===== src/sv/cbe_pkg.sv =====
// ----------------------------------------------------------------------------
// cbe_pkg
// Shared widths, constants, types and helpers of the cubic bezier easing block.
// ----------------------------------------------------------------------------
package cbe_pkg;

  // fixed point format
  localparam int FRAC_BITS = 16;
  localparam int T_W       = FRAC_BITS + 1;       // progress and curve parameter
  localparam int Y_W       = 19;                  // signed control y and result
  localparam int COEF_W    = 20;                  // signed polynomial coefficients
  localparam int X_W       = 22;                  // signed x(u) - t
  localparam int D_W       = 23;                  // signed derivative
  localparam int MAG_W     = X_W - 1;             // magnitude of x(u) - t
  localparam int DM_W      = D_W - 1;             // magnitude of derivative
  localparam int QB        = T_W;                 // quotient bits kept
  localparam int REM_W     = DM_W + 1;            // divider partial remainder
  localparam int NF_W      = MAG_W + FRAC_BITS;   // scaled dividend
  localparam int TOP_W     = NF_W - QB;           // dividend bits above quotient
  localparam int UX_W      = QB + 3;              // signed updated parameter
  localparam int P_W       = 20;                  // signed y products
  localparam int ACC_W     = 24;                  // signed y sum

  localparam logic [T_W-1:0] ONE_Q = T_W'(1) << FRAC_BITS;
  localparam logic signed [ACC_W-1:0] Y_MAX = ACC_W'((1 << (Y_W - 1)) - 1);
  localparam logic signed [ACC_W-1:0] Y_MIN = -ACC_W'(1 << (Y_W - 1));

  // register indexes on the configuration port
  localparam logic [1:0] REG_X1 = 2'd0;
  localparam logic [1:0] REG_Y1 = 2'd1;
  localparam logic [1:0] REG_X2 = 2'd2;
  localparam logic [1:0] REG_Y2 = 2'd3;

  // reset values of the control points
  localparam logic [T_W-1:0] X1_RST = T_W'(28836);
  localparam logic [Y_W-1:0] Y1_RST = Y_W'(57672);
  localparam logic [T_W-1:0] X2_RST = T_W'(37356);
  localparam logic [Y_W-1:0] Y2_RST = Y_W'(82575);

  // polynomial coefficients of x(u)
  typedef struct packed {
    logic signed [COEF_W-1:0] f0;
    logic signed [COEF_W-1:0] f1;
    logic signed [COEF_W-1:0] f2;
  } coef_t;

  // item context carried alongside the divider
  typedef struct packed {
    logic [T_W-1:0] t;
    logic [T_W-1:0] u;
    logic           neg;
    logic           skip;
  } side_t;

  // clip a Q16 value to one
  function automatic logic [T_W-1:0] sat_one(input logic [T_W-1:0] v);
    return (v > ONE_Q) ? ONE_Q : v;
  endfunction

endpackage


===== src/sv/cbe_curve.sv =====
// ----------------------------------------------------------------------------
// cbe_curve
// Pipelined evaluation of y(u) with saturation to the 19-bit signed range.
// ----------------------------------------------------------------------------
module cbe_curve (
  input  logic                             clk,
  input  logic                             rst_n,
  input  logic                             en,
  input  logic signed [cbe_pkg::Y_W-1:0]   y1,
  input  logic signed [cbe_pkg::Y_W-1:0]   y2,
  input  logic                             in_valid,
  input  logic [cbe_pkg::T_W-1:0]          in_u,
  output logic                             out_valid,
  output logic [cbe_pkg::Y_W-1:0]          out_y,
  output logic                             out_sat
);

  localparam int TW  = cbe_pkg::T_W;
  localparam int FB  = cbe_pkg::FRAC_BITS;
  localparam int YW  = cbe_pkg::Y_W;
  localparam int PW  = cbe_pkg::P_W;
  localparam int AW  = cbe_pkg::ACC_W;
  localparam int MPW = TW + YW + 1;

  // stage 1: u^2, v = 1 - u, v^2
  logic [TW-1:0]   s1_v;
  logic [2*TW-1:0] s1_uu, s1_vv;
  logic            s1_valid_r;
  logic [TW-1:0]   s1_u_r, s1_v_r, s1_u2_r, s1_vv_r;

  always_comb begin
    s1_v  = cbe_pkg::ONE_Q - in_u;
    s1_uu = in_u * in_u;
    s1_vv = s1_v * s1_v;
  end

  // stage 2: u^3, v^2*u, v*u^2
  logic [2*TW-1:0] s2_uuu, s2_vvu, s2_vuu;
  logic            s2_valid_r;
  logic [TW-1:0]   s2_u3_r, s2_vvu_r, s2_vuu_r;

  always_comb begin
    s2_uuu = s1_u2_r * s1_u_r;
    s2_vvu = s1_vv_r * s1_u_r;
    s2_vuu = s1_v_r * s1_u2_r;
  end

  // stage 3: products with the control y values
  logic signed [MPW-1:0] s3_a, s3_b;
  logic            s3_valid_r;
  logic [TW-1:0]   s3_u3_r;
  logic signed [PW-1:0] s3_a_r, s3_b_r;

  always_comb begin
    s3_a = $signed({1'b0, s2_vvu_r}) * y1;
    s3_b = $signed({1'b0, s2_vuu_r}) * y2;
  end

  // stage 4: weighted sum and saturation
  logic signed [AW-1:0] s4_a, s4_b, s4_acc;
  logic signed [AW-1:0] s4_y;
  logic            s4_sat;
  logic            s4_valid_r;
  logic [YW-1:0]   s4_y_r;
  logic            s4_sat_r;

  always_comb begin
    s4_a   = AW'(s3_a_r);
    s4_b   = AW'(s3_b_r);
    s4_acc = (s4_a <<< 1) + s4_a + (s4_b <<< 1) + s4_b + $signed(AW'(s3_u3_r));
    s4_y   = s4_acc;
    s4_sat = 1'b0;
    if (s4_acc > cbe_pkg::Y_MAX) begin
      s4_y   = cbe_pkg::Y_MAX;
      s4_sat = 1'b1;
    end else if (s4_acc < cbe_pkg::Y_MIN) begin
      s4_y   = cbe_pkg::Y_MIN;
      s4_sat = 1'b1;
    end
  end

  // valid chain
  always_ff @(posedge clk) begin
    if (!rst_n) begin
      s1_valid_r <= 1'b0;
      s2_valid_r <= 1'b0;
      s3_valid_r <= 1'b0;
      s4_valid_r <= 1'b0;
    end else if (en) begin
      s1_valid_r <= in_valid;
      s2_valid_r <= s1_valid_r;
      s3_valid_r <= s2_valid_r;
      s4_valid_r <= s3_valid_r;
    end
  end

  // payload
  always_ff @(posedge clk) begin
    if (en) begin
      s1_u_r   <= in_u;
      s1_v_r   <= s1_v;
      s1_u2_r  <= s1_uu[FB +: TW];
      s1_vv_r  <= s1_vv[FB +: TW];
      s2_u3_r  <= s2_uuu[FB +: TW];
      s2_vvu_r <= s2_vvu[FB +: TW];
      s2_vuu_r <= s2_vuu[FB +: TW];
      s3_u3_r  <= s2_u3_r;
      s3_a_r   <= $signed(s3_a[FB +: PW]);
      s3_b_r   <= $signed(s3_b[FB +: PW]);
      s4_y_r   <= s4_y[YW-1:0];
      s4_sat_r <= s4_sat;
    end
  end

  assign out_valid = s4_valid_r;
  assign out_y     = s4_y_r;
  assign out_sat   = s4_sat_r;

endmodule


===== config.mk =====
export PLATFORM = sky130hd
export DESIGN_NAME = cbe_curve
export DESIGN_NICKNAME = d
export VERILOG_FILES = /design/src/sv/cbe_pkg.sv /design/src/sv/cbe_curve.sv
export SDC_FILE = /design/constraint.sdc
export NUM_CORES = 2
export LEC_CHECK = 0
export BUFFER_PORTS_ARGS = -buffer_cell sky130_fd_sc_hd__buf_2
export CORE_MARGIN = 10
export CORE_UTILIZATION = 61
export CTS_CLUSTER_SIZE = 30
export DETAILED_ROUTE_END_ITERATION = 10
export PLACE_DENSITY = 0.8
export SYNTH_ARGS = -nofsm -noshare
export SYNTH_HDL_FRONTEND = slang
export SYNTH_SLANG_ARGS = --single-unit

===== constraint.sdc =====
create_clock -name clk -period 7.04 [get_ports clk]
set_input_delay 0 -clock clk [delete_from_list [all_inputs] [get_ports clk]]
set_output_delay 0 -clock clk [all_outputs]
set_load 0.01 [all_outputs]

== Yosys cells after proc, flatten, opt, wreduce, memory -nomap -nowiden ==
Index checks and enable logic that the tools add are counted.
Widths: inputs -> output; s select.
Word-level totals
  bits in registers: 200
  input port bits: 59
  output and inout port bits: 21
  word-level logic and storage cells: 32
Operators by class
  $add $sub $neg: 5
  multiply operators: 7
  $lt $le $gt $ge: 2
  multiplexer cells: 2
Operators by type and width (number)
  $mul 17x17->33: 5
  $mul 18x19->36: 2
  $add 23x20->24: 1
  $add 24x18->24: 1
  $gt 24x19->1 const B: 1
  $lt 24x19->1 const B: 1
  $add 22x21->23: 1
  $add 21x20->22: 1
  $mux 19: 1
  $sub 17x17->17 const A: 1
  $mux 1: 1

== Logic depth before layout (Yosys ltp) ==
  word-level depth: 6
  depth in mapped cells: 34
  gate-level depth less buffers: 32

== Worst setup path after synthesis ==
Ideal clock, no wire load.
  path type: input port to flip-flop
  start point: input port in_u[2] (netlist bit)
  end point: register s1_vv_r[16], data pin
  library setup time: 0.260 ns
  arrival: 6.775 ns
  data required time: 6.780 ns
  setup slack: 0.005 ns
  stages on the path: 27
  buffers on the path: 1
  cells stage by stage: clkbuf_1 nor3_1 nand3_1 or3_1 xor2_1 inv_1 nor2_1 inv_1 fa_1 inv_1 fa_1 fa_1 ha_1 inv_1 fa_1 inv_1 fa_1 ha_1 a2111oi_0 o221ai_1 a221oi_1 o21ai_0 a21oi_1 o211ai_1 a31o_2 a21oi_1 xnor2_1
On the way
  longest elaborated chain between the ends: 2
Ends and longest elaborated chain
  start: declaration: RTL line cbe_curve.sv:12  | input logic [cbe_pkg::T_W-1:0] in_u,
  $sub 17x17->17: RTL line cbe_curve.sv:32  | s1_v = cbe_pkg::ONE_Q - in_u;
  named net s1_v[7]: RTL line cbe_curve.sv:26  | logic [TW-1:0] s1_v;
  $mul 17x17->33: RTL line cbe_curve.sv:34  | s1_vv = s1_v * s1_v;
  named net s1_vv[32]: RTL line cbe_curve.sv:27  | logic [2*TW-1:0] s1_uu, s1_vv;
  end signal: assignment: RTL line cbe_curve.sv:103  | s1_vv_r <= s1_vv[FB +: TW];
  end: declaration: RTL line cbe_curve.sv:29  | logic [TW-1:0] s1_u_r, s1_v_r, s1_u2_r, s1_vv_r;
The timed path passes the listed nets, and every way through them passes these cells.
A chain may end at the register's enable or synchronous reset.

== Worst setup path in the final report ==
  start point: register s1_vv_r[13]
  end point: register s2_vvu_r[16], data pin
On the way
  longest elaborated chain between the ends: 1
Ends and longest elaborated chain
  $mul 17x17->33: RTL line cbe_curve.sv:44  | s2_vvu = s1_vv_r * s1_u_r;
  named net s2_vvu[32]: RTL line cbe_curve.sv:38  | logic [2*TW-1:0] s2_uuu, s2_vvu, s2_vuu;
  end signal: assignment: RTL line cbe_curve.sv:105  | s2_vvu_r <= s2_vvu[FB +: TW];
  end: declaration: RTL line cbe_curve.sv:40  | logic [TW-1:0] s2_u3_r, s2_vvu_r, s2_vuu_r;
The timed path passes the listed nets, and every way through them passes these cells.

==> run_results.csv <==
group,metric,value,unit
place,gp_congestion,0.912,
floorplan,fp.dieW,364,microns
global_routing,grt.total_usage,26.8,%
global_routing,grt.overflow.total,0,
finish,nFillCells,8889,
setup_path,required,7.31,ns
run_status,status,"complete, no violations",
place,dpl.cell_count,9192,
setup_path,reg2reg_slack,0.17,ns
logic_synthesis,synth.avg_cell_area,9.46,sq um
global_routing,grt_max_degree,113,
sta,period_needed,6.87,ns
hold_path,hp-start,"in_u[0]",
setup_path,max_stage_delay,0.64,ns
floorplan,io_pins,80,
setup_path,startpoint,"s1_vv_r[13]",
routing,route.detailed.vias_per_inst,5.50,
logic_synthesis,syn-instance-count,7627,
logic_synthesis,ys_warn_count,0,
sta,period_share,97.6,%
routing,drcViolationCount,0,
floorplan,rows,126,
logic_synthesis,synth_ff_type,"edfxtp_1",
sta,max_freq,0.146,GHz
logic_synthesis,synthesis.nets,10131,
routing,first_iter_violations,3699,
logic_synthesis,synth_commonest_cells,"2041 x inv_1, 1734 x fa_1, 1141 x nand2_1, 711 x ha_1, 588 x and2_1",
sta,rsz0062_at_grt,"yes",
sta,finClkSkew,0.0258,ns
cts,clk_path_buf_depth,2,
setup_path,critPathCaptureType,"register",
routing,avgRoutedWirePerCell,18.4,microns
routing,drtAntennaViolNets,0,
setup_path,cp_slowest_cell,"edfxtp_1",
global_routing,grt_pass1_vias,56699,
logic_synthesis,synth_area_leaders,"fa_1 48%, ha_1 12%, inv_1 11%",
sta,tightest_slew,0.986,ns
cts,path_clk_slew,0.10,ns
cts,clock-sinks,199,
finish,num-nets-final,10243,
finish,syn2layout_area_growth,6.17,%
setup_path,critPathMostFrequentCell,"fa_1",
global_routing,grt_pass1_wl,285000,microns
hold_path,min_path_type,"input pin to register",
place,dp_hpwl,141000,microns
floorplan,core,118000,sq um
global_routing,antenna_found_initial,4,
floorplan,die_y,364,microns
setup_path,arrival,7.14,ns
place,io_buffers,79,
logic_synthesis,ys_async_sr_fraction,0,%
sta,setup_viol,0,
setup_path,path_cells,"nand2_1 -> fa_1 -> inv_1 -> fa_1 -> inv_1 -> fa_1 -> inv_1 -> fa_1 -> inv_1 -> fa_1 -> inv_1 -> fa_1 -> ha_1 -> a21oi_1 -> o21ai_0 -> a22oi_1 -> o311ai_1 -> o21ai_2 -> a311oi_1 -> o21a_1 -> o21a_1 -> o41ai_2 -> xnor2_1",
sta,slew_headroom,34.3,%
setup_path,critPathKind,"register to register",
finish,final_layout_size_suffix_gt1_share,5.73,%
sta,finalHoldViolations,0,
logic_synthesis,yosysSeqAreaShare,8.23,%
setup_path,ff2ff_path_depth,23,
routing,via_count,51123,
setup_path,cp_max_fo,8,
logic_synthesis,synth_top_area_share,48.1,%
cts,ctsRootBufferMaster,"clkbuf_16",
cts,htreeDepth,4,
logic_synthesis,synth_cell_types,74,
cts,cts_tree,"yes",
hold_path,holdPathEnd,"s1_u_r[0]",
setup_path,cp-start-kind,"register",
cts,worst_skew_pair.late_latency,0.54,ns
logic_synthesis,syn_area,72200,sq um
routing,totalWireLength,171000,microns
sta,slew_viol_final,0,
setup_path,r2r-end,"s2_vvu_r[16]",
routing,drt_pass1_iterations,6,
setup_path,reg2reg_from,"s1_vv_r[13]",
hold_path,hold_depth,2,
floorplan,initial_core_util,61.3,%
cts,cts_buffers,17,
finish,stdcell_count,9291,
logic_synthesis,synth_edf_count,195,
logic_synthesis,post-synth-top-count-cell,"inv_1",
logic_synthesis,ys_seq_elements,199,
logic_synthesis,yosys.area.top_type,"fa_1",
floorplan,die_area,132000,sq um
job,drv_cap,0,
==> routing by layer <==
metal	track usage (%)	part of all wire (%)
met4	9.71	4.0
met1	33.9	38
met5	0	0
met3	4.21	8.0
met2	46.6	50
==> metrics by stage <==
stage	TNS (ns)	area, sq um	utilization, %	setup WS, ns	hold WS [ns]
2_1_floorplan	0	72200	-	0.00525	0.0989
3_3_place_gp	-0.319	75300	64.0	-0.123	0.247
3_5_place_dp	-3.35	75300	64.0	-0.449	0.258
4_1_cts	0	76100	64.6	0.0357	0.0159
5_1_grt	-0.0199	76600	65.1	-0.00866	0.0449
6_report	0	76600	65.1	0.171	0.0641
==> cell usage in the layout, fill, tap and decap left out, types with 6 or more instances in the layout <==
cell type         n
o21ai_0          43
edfxtp_1        195
xnor2_1         136
or2_2             8
fa_1           1734
and2_1          588
buf_4           277
buf_12           16
a211oi_1         12
clkbuf_16        17
a31oi_1           7
or3_1            14
buf_2            78
inv_1          2041
or4_1             6
o21a_1           35
nand4_1          13
nand3_1          25
o211ai_1         12
xor2_1           44
and4_1            6
a21o_1           62
nor2b_1          21
ha_1            711
inv_8             8
o21ai_1           6
nor3_1           42
dlygate4sd3_1    12
nand2_1        1139
and3_1           22
a21oi_1          92
o21bai_1         13
nor2_1          187
nand2b_1         17
==> worst max-delay path by stage <==
stage | cells past startpoint | end
finish | 23 | s2_vvu_r[16]
global route | 23 | s3_b_r[16]
detailed placement | 28 | s1_vv_r[16]
floorplan | 27 | s1_vv_r[16]
global placement | 31 | s1_vv_r[13]
CTS | 24 | s2_vvu_r[16]
==> cells by family (layout without fill, tap and decap cells) <==
group | count (synthesis) | count (layout) | share of synthesized area [%]
flops | 199 | 199 | 8.23
other cells | 0 | 3 | 0
mux | 6 | 6 | 0.0850
buf+inv | 2340 | 2465 | 12.2
xor+xnor | 182 | 182 | 2.24
simple gates | 2102 | 2102 | 13.5
compound gates | 353 | 353 | 3.29
fa+ha+maj | 2445 | 2445 | 60.4
==> what timing repair did <==
item,in CTS,in global routing
setup buffers,0,52
hold buffers,12,0
endpoints found under the setup margin,0,30
resized for setup,0,20
hold endpoints to repair,14,0
==> worst max-delay path: cells and delay by family, from the launching register on <==
kind	cells	cell delay, ns
xor gates and xnor gates	1	0.13
adders and majority gates	7	3.37
DFF	1	0.64
AOI/OAI and AO/OA	9	2.04
buffers and inverters	5	0.26
and+or+nand+nor	1	0.16
==> cell type report <==
cell class | instances | area (sq um) | area share [%]
clock buffers | 17 | 425 | 0.555
diodes | 3 | 7.51 | 0.00980
repair buffers | 385 | 2940 | 3.83
multi-input cells | 5088 | 57500 | 75.1
well taps | 1536 | 1920 | 2.51
clock inverters | 15 | 178 | 0.232
flip-flops and latches | 199 | 5940 | 7.75
inverters | 2048 | 7690 | 10.0
Power is not shown: default switching activity piles up to over one toggle a cycle in this logic, so the estimate is an artifact.
